`config.mk`:
```
export PLATFORM = sky130hd
export DESIGN_NAME = barcode_bar_counter_flat
export DESIGN_NICKNAME = d
export VERILOG_FILES = /design/src/bbc_pkg.sv /design/src/bbc_in_if.sv /design/src/bbc_out_if.sv /design/src/bbc_cell.sv /design/src/bbc_tracker.sv /design/src/barcode_bar_counter.sv /design/src/flat_wrapper.sv
export SDC_FILE = /design/constraint.sdc
export NUM_CORES = 1
export LEC_CHECK = 0
export ABC_AREA = 1
export BUFFER_PORTS_ARGS = -buffer_cell sky130_fd_sc_hd__buf_2
export CELL_PAD_IN_SITES_DETAIL_PLACEMENT = 1
export CELL_PAD_IN_SITES_GLOBAL_PLACEMENT = 1
export CORE_AREA = 2 2 212 214
export CTS_CLUSTER_SIZE = 14
export DETAILED_ROUTE_END_ITERATION = 8
export DIE_AREA = 0 0 214 216
export PLACE_DENSITY = 0.58
export SLEW_MARGIN = 20
export SYNTH_ARGS = -nofsm -noshare
export SYNTH_HDL_FRONTEND = slang
export SYNTH_HIERARCHICAL = 1
export SYNTH_SLANG_ARGS = --single-unit
```
`constraint.sdc`:
```
create_clock -name clk -period 4.7 [get_ports clk]
set_input_delay 0.235 -clock clk [delete_from_list [all_inputs] [get_ports clk]]
set_output_delay 0.235 -clock clk [all_outputs]
set_load 0.01 [all_outputs]
```
`src/bbc_pkg.sv`:
```
// Package for the barcode bar counter.
// Holds widths, default parameter values, register and end-cause codes and shared structs.
// Used by every other file of the block but bbc_cell; depends on nothing.
`default_nettype none

package bbc_pkg;

  localparam int WINDOW_DEPTH_DEF  = 10;
  localparam int RAW_PER_POINT_DEF = 2;
  localparam int SAMPLE_BITS_DEF   = 10;

  localparam int THR_W      = 10;
  localparam int BARS_W     = 8;
  localparam int DIST_W     = 16;
  localparam int TICKS_W    = 4;
  localparam int CAUSE_W    = 2;
  localparam int CFG_IDX_W  = 2;
  localparam int CFG_DATA_W = 16;

  localparam logic [DIST_W-1:0] DEFAULT_WHITE  = DIST_W'(200);
  localparam logic [THR_W-1:0]  THR_RESET      = THR_W'(40);
  localparam logic [BARS_W-1:0] BARS_MAX       = {BARS_W{1'b1}};
  localparam logic [DIST_W-1:0] DIST_MAX       = {DIST_W{1'b1}};

  typedef enum logic [CFG_IDX_W-1:0] {
    REG_EDGE_THRESHOLD = 2'd0,
    REG_TARGET_BARS    = 2'd1,
    REG_EXTRA_SPACING  = 2'd2
  } reg_index_t;

  typedef enum logic [CAUSE_W-1:0] {
    CAUSE_NONE   = 2'd0,
    CAUSE_TARGET = 2'd1,
    CAUSE_GAP    = 2'd2
  } end_cause_t;

  typedef struct packed {
    logic [THR_W-1:0]  edge_threshold;
    logic [BARS_W-1:0] target_bars;
    logic [DIST_W-1:0] extra_spacing;
  } cfg_t;

  typedef struct packed {
    logic [BARS_W-1:0] bar_count;
    logic              over_bar;
    logic              scan_running;
    end_cause_t        end_cause;
  } track_t;

endpackage

`default_nettype wire

```
`src/bbc_in_if.sv`:
```
// Input channel of the barcode bar counter: valid, ready and one sample item.
// Depends on bbc_pkg for the default sample width and the tick width.
`default_nettype none

interface bbc_in_if import bbc_pkg::*; #(
  parameter int SAMPLE_BITS = SAMPLE_BITS_DEF
);
  logic                   valid;
  logic                   ready;
  logic [SAMPLE_BITS-1:0] line_sample;
  logic [TICKS_W-1:0]     wheel_ticks;
  logic                   start_scan;

  modport source (output valid, output line_sample, output wheel_ticks, output start_scan,
                  input ready);
  modport sink   (input valid, input line_sample, input wheel_ticks, input start_scan,
                  output ready);
endinterface

`default_nettype wire

```
`src/bbc_out_if.sv`:
```
// Result channel of the barcode bar counter: valid, ready and one result item.
// Depends on bbc_pkg for field widths.
`default_nettype none

interface bbc_out_if import bbc_pkg::*; #(
  parameter int SAMPLE_BITS = SAMPLE_BITS_DEF
);
  logic                      valid;
  logic                      ready;
  logic [BARS_W-1:0]         bar_count;
  logic                      over_bar;
  logic                      scan_running;
  logic [CAUSE_W-1:0]        end_cause;
  logic signed [SAMPLE_BITS:0] gradient;

  modport source (output valid, output bar_count, output over_bar, output scan_running,
                  output end_cause, output gradient, input ready);
  modport sink   (input valid, input bar_count, input over_bar, input scan_running,
                  input end_cause, input gradient, output ready);
endinterface

`default_nettype wire

```
`src/bbc_cell.sv`:
```
// One cell of the point window: holds one averaged point and passes it on when the
// window advances. Depends on nothing but its width parameter.
`default_nettype none

module bbc_cell #(
  parameter int WIDTH = 10
) (
  input  logic             clk,
  input  logic             rst,
  input  logic             shift_en,
  input  logic [WIDTH-1:0] d,
  output logic [WIDTH-1:0] q
);

  always_ff @(posedge clk) begin
    if (rst) begin
      q <= '0;
    end else if (shift_en) begin
      q <= d;
    end
  end

endmodule

`default_nettype wire

```
`src/bbc_tracker.sv`:
```
// Bar tracker: hysteresis edge machine, bar count, run distances and scan end.
// Depends on bbc_pkg for widths, codes and the cfg_t and track_t structs.
`default_nettype none

module bbc_tracker import bbc_pkg::*; #(
  parameter int SAMPLE_BITS = SAMPLE_BITS_DEF
) (
  input  logic                        clk,
  input  logic                        rst,
  input  logic                        accept,
  input  logic                        start_scan,
  input  logic [TICKS_W-1:0]          wheel_ticks,
  input  logic signed [SAMPLE_BITS:0] gradient,
  input  cfg_t                        cfg,
  output track_t                      status_next
);

  localparam int CMP_W = ((SAMPLE_BITS > THR_W) ? SAMPLE_BITS : THR_W) + 2;

  logic              active, active_next;
  logic              bright_wait, bright_wait_next;
  logic [BARS_W-1:0] bars_seen, bars_seen_next;
  logic [DIST_W-1:0] run_distance, run_distance_next;
  logic [DIST_W-1:0] white_run, white_run_next;

  logic signed [CMP_W-1:0] grad_x;
  logic signed [CMP_W-1:0] thr_x;
  logic [DIST_W:0]         run_sum;
  logic [DIST_W:0]         gap_limit;
  logic [DIST_W-1:0]       spacing;
  logic                    act0;
  logic                    bw0;
  logic [BARS_W-1:0]       bars0;
  logic [DIST_W-1:0]       run0;
  logic [DIST_W-1:0]       white0;
  end_cause_t              cause;

  assign grad_x = CMP_W'(gradient);
  assign thr_x  = signed'({(CMP_W - THR_W)'(0), cfg.edge_threshold});
  assign spacing = (cfg.extra_spacing < DEFAULT_WHITE) ? DEFAULT_WHITE : cfg.extra_spacing;
  assign run_sum = {1'b0, run_distance} + (DIST_W + 1)'(wheel_ticks);

  always_comb begin
    act0   = start_scan | active;
    bw0    = start_scan ? 1'b0 : bright_wait;
    bars0  = start_scan ? '0 : bars_seen;
    white0 = start_scan ? DEFAULT_WHITE : white_run;
    if (start_scan) begin
      run0 = '0;
    end else if (active) begin
      run0 = run_sum[DIST_W] ? DIST_MAX : run_sum[DIST_W-1:0];
    end else begin
      run0 = run_distance;
    end
    gap_limit = {1'b0, white0} + {1'b0, spacing};

    active_next       = act0;
    bright_wait_next  = bw0;
    bars_seen_next    = bars0;
    run_distance_next = run0;
    white_run_next    = white0;
    cause             = CAUSE_NONE;

    if (act0) begin
      if (!bw0) begin
        if (grad_x < -thr_x) begin
          if (bars0 != '0) begin
            white_run_next = run0;
          end
          bars_seen_next    = (bars0 == BARS_MAX) ? bars0 : bars0 + BARS_W'(1);
          bright_wait_next  = 1'b1;
          run_distance_next = '0;
          if (cfg.target_bars != '0 && bars_seen_next >= cfg.target_bars) begin
            cause = CAUSE_TARGET;
          end
        end else if ({1'b0, run0} > gap_limit) begin
          cause = CAUSE_GAP;
        end
      end else if (grad_x > thr_x) begin
        bright_wait_next  = 1'b0;
        run_distance_next = '0;
      end
      if (cause != CAUSE_NONE) begin
        active_next      = 1'b0;
        bright_wait_next = 1'b0;
      end
    end

    status_next.bar_count    = bars_seen_next;
    status_next.over_bar     = bright_wait_next;
    status_next.scan_running = active_next;
    status_next.end_cause    = cause;
  end

  always_ff @(posedge clk) begin
    if (rst) begin
      active       <= 1'b0;
      bright_wait  <= 1'b0;
      bars_seen    <= '0;
      run_distance <= '0;
      white_run    <= DEFAULT_WHITE;
    end else if (accept) begin
      active       <= active_next;
      bright_wait  <= bright_wait_next;
      bars_seen    <= bars_seen_next;
      run_distance <= run_distance_next;
      white_run    <= white_run_next;
    end
  end

endmodule

`default_nettype wire

```
`src/barcode_bar_counter.sv`:
```
// Barcode bar counter top level: sample averaging, the chain of window cells,
// the bar tracker, the configuration registers and the result register.
// Depends on bbc_pkg, bbc_in_if, bbc_out_if, bbc_cell and bbc_tracker.
//
// Unless the output stalls, the block takes one sample item per clock cycle and returns
// one result item for each in the cycle after acceptance; the whole update is combinational.
// The result is held in an output register, and a new item is taken in the same cycle
// that the last result leaves; while a result waits unaccepted the input is held off.
// Every RAW_PER_POINT samples are averaged into a point that enters a
// chain of WINDOW_DEPTH cells; the gradient is the newest cell minus the oldest. There
// is no warm-up after reset: the window starts at zero and gradients are reported
// from the first item. Registers are written through cfg_we, cfg_index and cfg_data
// and should only be changed while no item is in flight.
`default_nettype none

module barcode_bar_counter import bbc_pkg::*; #(
  parameter int WINDOW_DEPTH  = WINDOW_DEPTH_DEF,
  parameter int RAW_PER_POINT = RAW_PER_POINT_DEF,
  parameter int SAMPLE_BITS   = SAMPLE_BITS_DEF
) (
  input  logic                  clk,
  input  logic                  rst,
  bbc_in_if.sink                samples,
  bbc_out_if.source             results,
  input  logic                  cfg_we,
  input  logic [CFG_IDX_W-1:0]  cfg_index,
  input  logic [CFG_DATA_W-1:0] cfg_data
);

  localparam int SUM_W = SAMPLE_BITS + $clog2(RAW_PER_POINT);
  localparam int REC_K = SUM_W + 3;
  localparam int REC_W = REC_K + 1;
  localparam int PROD_W = SUM_W + REC_W;
  localparam longint REC_VAL = ((64'sd1 <<< REC_K) + RAW_PER_POINT - 1) / RAW_PER_POINT;
  localparam logic [REC_W-1:0] REC_M = REC_W'(REC_VAL);
  localparam int PH_W = (RAW_PER_POINT > 1) ? $clog2(RAW_PER_POINT) : 1;
  localparam logic [PH_W-1:0] PH_LAST = PH_W'(RAW_PER_POINT - 1);

  cfg_t cfg;

  logic                   accept;
  logic [PH_W-1:0]        raw_phase;
  logic [SUM_W-1:0]       held_raw;
  logic [SUM_W-1:0]       sum_full;
  logic [PROD_W-1:0]      prod;
  logic [SAMPLE_BITS-1:0] avg;
  logic                   pt_done;
  logic [SAMPLE_BITS-1:0] chain [0:WINDOW_DEPTH];
  logic [SAMPLE_BITS-1:0] newest;
  logic [SAMPLE_BITS-1:0] oldest;
  logic signed [SAMPLE_BITS:0] grad_next;
  track_t                 status_next;

  assign accept = samples.valid && samples.ready;
  assign samples.ready = !results.valid || results.ready;

  always_ff @(posedge clk) begin
    if (rst) begin
      cfg.edge_threshold <= THR_RESET;
      cfg.target_bars    <= '0;
      cfg.extra_spacing  <= DEFAULT_WHITE;
    end else if (cfg_we) begin
      case (reg_index_t'(cfg_index))
        REG_EDGE_THRESHOLD: cfg.edge_threshold <= cfg_data[THR_W-1:0];
        REG_TARGET_BARS:    cfg.target_bars    <= cfg_data[BARS_W-1:0];
        REG_EXTRA_SPACING:  cfg.extra_spacing  <= cfg_data[DIST_W-1:0];
        default: begin
        end
      endcase
    end
  end

  // The point average is a multiply by a rounded-up reciprocal, exact for every sum.
  assign sum_full = held_raw + SUM_W'(samples.line_sample);
  assign prod     = PROD_W'(sum_full) * PROD_W'(REC_M);
  assign avg      = prod[REC_K +: SAMPLE_BITS];
  assign pt_done  = (raw_phase == PH_LAST);

  always_ff @(posedge clk) begin
    if (rst) begin
      raw_phase <= '0;
      held_raw  <= '0;
    end else if (accept) begin
      if (pt_done) begin
        raw_phase <= '0;
        held_raw  <= '0;
      end else begin
        raw_phase <= raw_phase + PH_W'(1);
        held_raw  <= sum_full;
      end
    end
  end

  assign chain[0] = avg;

  for (genvar i = 0; i < WINDOW_DEPTH; i++) begin : g_cell
    bbc_cell #(
      .WIDTH (SAMPLE_BITS)
    ) u_cell (
      .clk      (clk),
      .rst      (rst),
      .shift_en (accept && pt_done),
      .d        (chain[i]),
      .q        (chain[i+1])
    );
  end

  assign newest    = pt_done ? avg : chain[1];
  assign oldest    = pt_done ? chain[WINDOW_DEPTH-1] : chain[WINDOW_DEPTH];
  assign grad_next = $signed({1'b0, newest}) - $signed({1'b0, oldest});

  bbc_tracker #(
    .SAMPLE_BITS (SAMPLE_BITS)
  ) u_tracker (
    .clk         (clk),
    .rst         (rst),
    .accept      (accept),
    .start_scan  (samples.start_scan),
    .wheel_ticks (samples.wheel_ticks),
    .gradient    (grad_next),
    .cfg         (cfg),
    .status_next (status_next)
  );

  always_ff @(posedge clk) begin
    if (rst) begin
      results.valid <= 1'b0;
    end else if (accept) begin
      results.valid <= 1'b1;
    end else if (results.ready) begin
      results.valid <= 1'b0;
    end
  end

  always_ff @(posedge clk) begin
    if (accept) begin
      results.bar_count    <= status_next.bar_count;
      results.over_bar     <= status_next.over_bar;
      results.scan_running <= status_next.scan_running;
      results.end_cause    <= status_next.end_cause;
      results.gradient     <= grad_next;
    end
  end

endmodule

`default_nettype wire

```
`src/flat_wrapper.sv`:
```
// flat-port wrapper written by rule: the top's interface ports become plain ports
module barcode_bar_counter_flat import bbc_pkg::*;
#(
  parameter int WINDOW_DEPTH  = WINDOW_DEPTH_DEF,
  parameter int RAW_PER_POINT = RAW_PER_POINT_DEF,
  parameter int SAMPLE_BITS   = SAMPLE_BITS_DEF
)
  (clk, rst, cfg_we, cfg_index, cfg_data, samples_valid, samples_line_sample, samples_wheel_ticks, samples_start_scan, samples_ready, results_valid, results_bar_count, results_over_bar, results_scan_running, results_end_cause, results_gradient, results_ready);
  bbc_in_if #(.SAMPLE_BITS(SAMPLE_BITS)) samples_i ();
  bbc_out_if #(.SAMPLE_BITS(SAMPLE_BITS)) results_i ();
  input  logic clk;
  input  logic rst;
  input  logic cfg_we;
  input  logic [CFG_IDX_W-1:0] cfg_index;
  input  logic [CFG_DATA_W-1:0] cfg_data;
  input wire logic [$bits(samples_i.valid)-1:0] samples_valid;
  input wire logic [$bits(samples_i.line_sample)-1:0] samples_line_sample;
  input wire logic [$bits(samples_i.wheel_ticks)-1:0] samples_wheel_ticks;
  input wire logic [$bits(samples_i.start_scan)-1:0] samples_start_scan;
  output wire logic [$bits(samples_i.ready)-1:0] samples_ready;
  output wire logic [$bits(results_i.valid)-1:0] results_valid;
  output wire logic [$bits(results_i.bar_count)-1:0] results_bar_count;
  output wire logic [$bits(results_i.over_bar)-1:0] results_over_bar;
  output wire logic [$bits(results_i.scan_running)-1:0] results_scan_running;
  output wire logic [$bits(results_i.end_cause)-1:0] results_end_cause;
  output wire logic [$bits(results_i.gradient)-1:0] results_gradient;
  input wire logic [$bits(results_i.ready)-1:0] results_ready;
  assign samples_i.valid = samples_valid;
  assign samples_i.line_sample = samples_line_sample;
  assign samples_i.wheel_ticks = samples_wheel_ticks;
  assign samples_i.start_scan = samples_start_scan;
  assign samples_ready = samples_i.ready;
  assign results_valid = results_i.valid;
  assign results_bar_count = results_i.bar_count;
  assign results_over_bar = results_i.over_bar;
  assign results_scan_running = results_i.scan_running;
  assign results_end_cause = results_i.end_cause;
  assign results_gradient = results_i.gradient;
  assign results_i.ready = results_ready;
  barcode_bar_counter #(.WINDOW_DEPTH(WINDOW_DEPTH), .RAW_PER_POINT(RAW_PER_POINT), .SAMPLE_BITS(SAMPLE_BITS)) u_core (.clk(clk), .rst(rst), .samples(samples_i), .results(results_i), .cfg_we(cfg_we), .cfg_index(cfg_index), .cfg_data(cfg_data));
endmodule
```
==> run metrics <==
worst clock skew=0.0162 ns; core area=43800 um^2; drt initial violations=410; Pleak=just under 7 nW; Async S/R FF share, synth=0%; status=finished, final reports clean; row count=77; Die X-Extent=between 200 and 250 um; initial antenna violation count=0; mean post-synth cell area=6.78 um^2; Fmax=0.225 GHz; CTS Sinks=212; Tcrit/Tclk final=between 90% and 100%; r2r setup slk=around 0.26 ns; Final Total Pwr=5.99 mW; critical path class=register to register; main area contributors after synthesis=dfxtp_1, nand2_1, nor2_1; Mapped Nets=2057; first-pass GRT wire length=62.0 mm; Synth Warn #=6; Initial Util=between 20 and 30%; Top Ports=between 60 and 70; Final GP Congestion=0.816; Critical Path Source=u_core/held_raw[0]$_SDFFE_PP0P_; Hold Path End=u_core/held_raw[0]$_SDFFE_PP0P_; CP Capture Type=register; Total GRT Usage=~16%; cell count after synthesis=1927; Post-synth EDFFs=23; VDD IR-drop max=approximately 0.00026 V; Critical Path RT=5.20 ns; sequential area share after synthesis=34.2%; synthesized cell area=13100 um^2; largest net degree at the start of global routing=67; die area=about 46000 um^2; root buffer cell=clkbuf_16; wirelength, routed=37.7 mm; Final nets=2144; Max Cap Viol=0; TritonCTS clock tree=done; Synth top cells by count=nand2_1, nor2_1, inv_1, dfxtp_1, a21oi_1; Slew Limit Fails=0; cells on worst reg2reg path=31; area grow syn2layout=18.1%; Remaining DRCs=0; Max clock buf depth=3; port buffer count=between 60 and 70; Vias=approximately 12000; worst skew pair latency=0.56 ns; FF-to-FF End=u_core/u_tracker/white_run[12]$_SDFFE_PP0P_; pwr dens=388 nW/um^2; TritonCTS Buffers=26; H-tree depth=1; CP max stage cell=fa_1; HPWL after detailed placement=28.3 mm; top-area cell type share of the netlist area=between 20% and 30%; Most used DFF post-synth=dfxtp_1; CP arrival=4.94 ns; DR pass1 iterations=4; Netlist cell types=57; ratio of cells with drive above 1 in the final layout=13.9%; Least-Margin Pin Slew=0.995 ns; worst-path fanout max=5; top-count cell post-synth=nand2_1; Slew HR=33.4%; Final min period=4.44 ns; Vias/cell=4.57; grt ovf=0; final antenna-violating net count=0; Hold Vio Cnt, Final=0; vias in the first global route=~12000; hold path depth=4; Synth area leader=dfxtp_1; Place WS=-0.00278 ns; Hold WC Path Type=input port to register; Die Height=216 um; Crit Reg-Reg Startpoint=u_core/held_raw[0]$_SDFFE_PP0P_; most used cell, CP=nand2_1; number of synthesized register bits=approximately 210; average routed wire per standard cell=about 14 um; HP Start=samples_line_sample[0]; CTS clk-pin slew, worst paths=approximately 0.060 ns; Worst setup SP type=register; n_diodes=0; final setup fails=0; Crit path largest cell delay=0.38 ns; PnR worst setup slack=0.260 ns
==> placed cells by master (no fill, tap or decap), types with 23 or more instances in the layout <==
cell / count
nand2_1: 509
dfxtp_1: 188
nor2_1: 294
ha_1: 70
edfxtp_1: 23
buf_4: 42
a21oi_1: 109
buf_2: 62
nand3_1: 85
nor2_2: 26
xor2_1: 26
inv_1: 267
o21ai_0: 48
clkbuf_16: 27
==> flip-flops by register name, summed over array words and instances (netlist names) <==
signal	flops
u_core/u_tracker/white_run	16
u_core/results.gradient	11
u_core/held_raw	11
u_core/results.end_cause	2
u_core/cfg	34
u_core/u_tracker/active	1
u_core/u_tracker/bright_wait	1
u_core/u_tracker/run_distance	16
u_core/results.valid	1
u_core/pt_done	1
u_core/results.over_bar	1
u_core/results.scan_running	1
u_core/results.bar_count	8
u_core/g_cell.u_cell/q	100
u_core/u_tracker/bars_seen	8
==> report_power, final <==
part	internal, mW	total [mW]	switching, mW
registers	2.00	2.07	0.0736
logic	0.730	1.82	1.09
clock network	1.26	2.10	0.841
==> worst max-delay path: cells and delay by family, from the launching register on <==
kind            cells  cell delay (ns)
compound gates      4             0.33
flops               1             0.32
buf+inv             6             0.76
fa+ha+maj           4             1.17
simple gates       17             1.79
==> cell type report <==
| type | instances | area, um^2 |
|---|---|---|
| fill | 5554 | 28400 |
| timing repair buffer | 122 | 816 |
| clock inverter | 9 | 120 |
| tap | 592 | 741 |
| inverter | 292 | 1100 |
| clock buffer | 39 | 781 |
| sequential | 212 | 4480 |
| multi-input combinational | 1360 | 7400 |
==> how the worst max path moves through the flow <==
stage | end | slack, ns
detailed placement | u_core/u_tracker/white_run[13]$_SDFFE_PP0P_ | -0.003
global placement | u_core/u_tracker/white_run[10]$_SDFFE_PP0P_ | 0.1
global route | u_core/u_tracker/white_run[12]$_SDFFE_PP0P_ | -0.01
CTS | u_core/u_tracker/white_run[13]$_SDFFE_PP0P_ | 0.02
floorplan | u_core/results.bar_count[5]$_DFFE_PP_ | 0.61
finish | u_core/u_tracker/white_run[12]$_SDFFE_PP0P_ | 0.26
==> kinds of logic (layout without fill, tap and decap cells) <==
kind of cell,count (synthesis),in the layout,share of synthesized area [%]
xor gates and xnor gates,42,42,2.99
muxes,10,10,0.766
adders and majority gates,92,92,9.04
AOI/OAI and AO/OA,222,222,9.38
DFF,212,212,34.2
and+or+nand+nor,994,994,31.9
buffers and inverters,355,462,11.7
==> through the flow <==
stage	TNS [ns]	utilization (%)	cell area, um^2	cells	hold WS, ns
global route	-0.0109	35.2	15400	2626	0.0997
global placement	0	31.9	14000	2558	0.455
CTS	0	34.4	15100	2623	0.0424
finish	0	35.2	15400	2626	0.0988
detailed placement	-0.00278	31.9	14000	2558	0.462
floorplan	0	-	13100	1927	0.348
==> per-layer routing <==
| metal | up-vias | track usage [%] | wire length (um) |
|---|---|---|---|
| met3 | 44 | 2.02 | 834 |
| li1 | 6174 | - | - |
| met1 | 5695 | 19.8 | 17200 |
| met4 | 0 | 4.06 | 802 |
| met5 | - | 0 | 0 |
| met2 | 82 | 30.0 | 18900 |
==> what timing repair did <==
| item | CTS | global route |
|---|---|---|
| hold buffers | 17 | 0 |
| setup endpoints to repair | 0 | 54 |
| gates resized for setup | 0 | 62 |
| setup buffers | 0 | 3 |
| hold endpoints to repair | 32 | 0 |
Power figures use the tool's default switching activity.
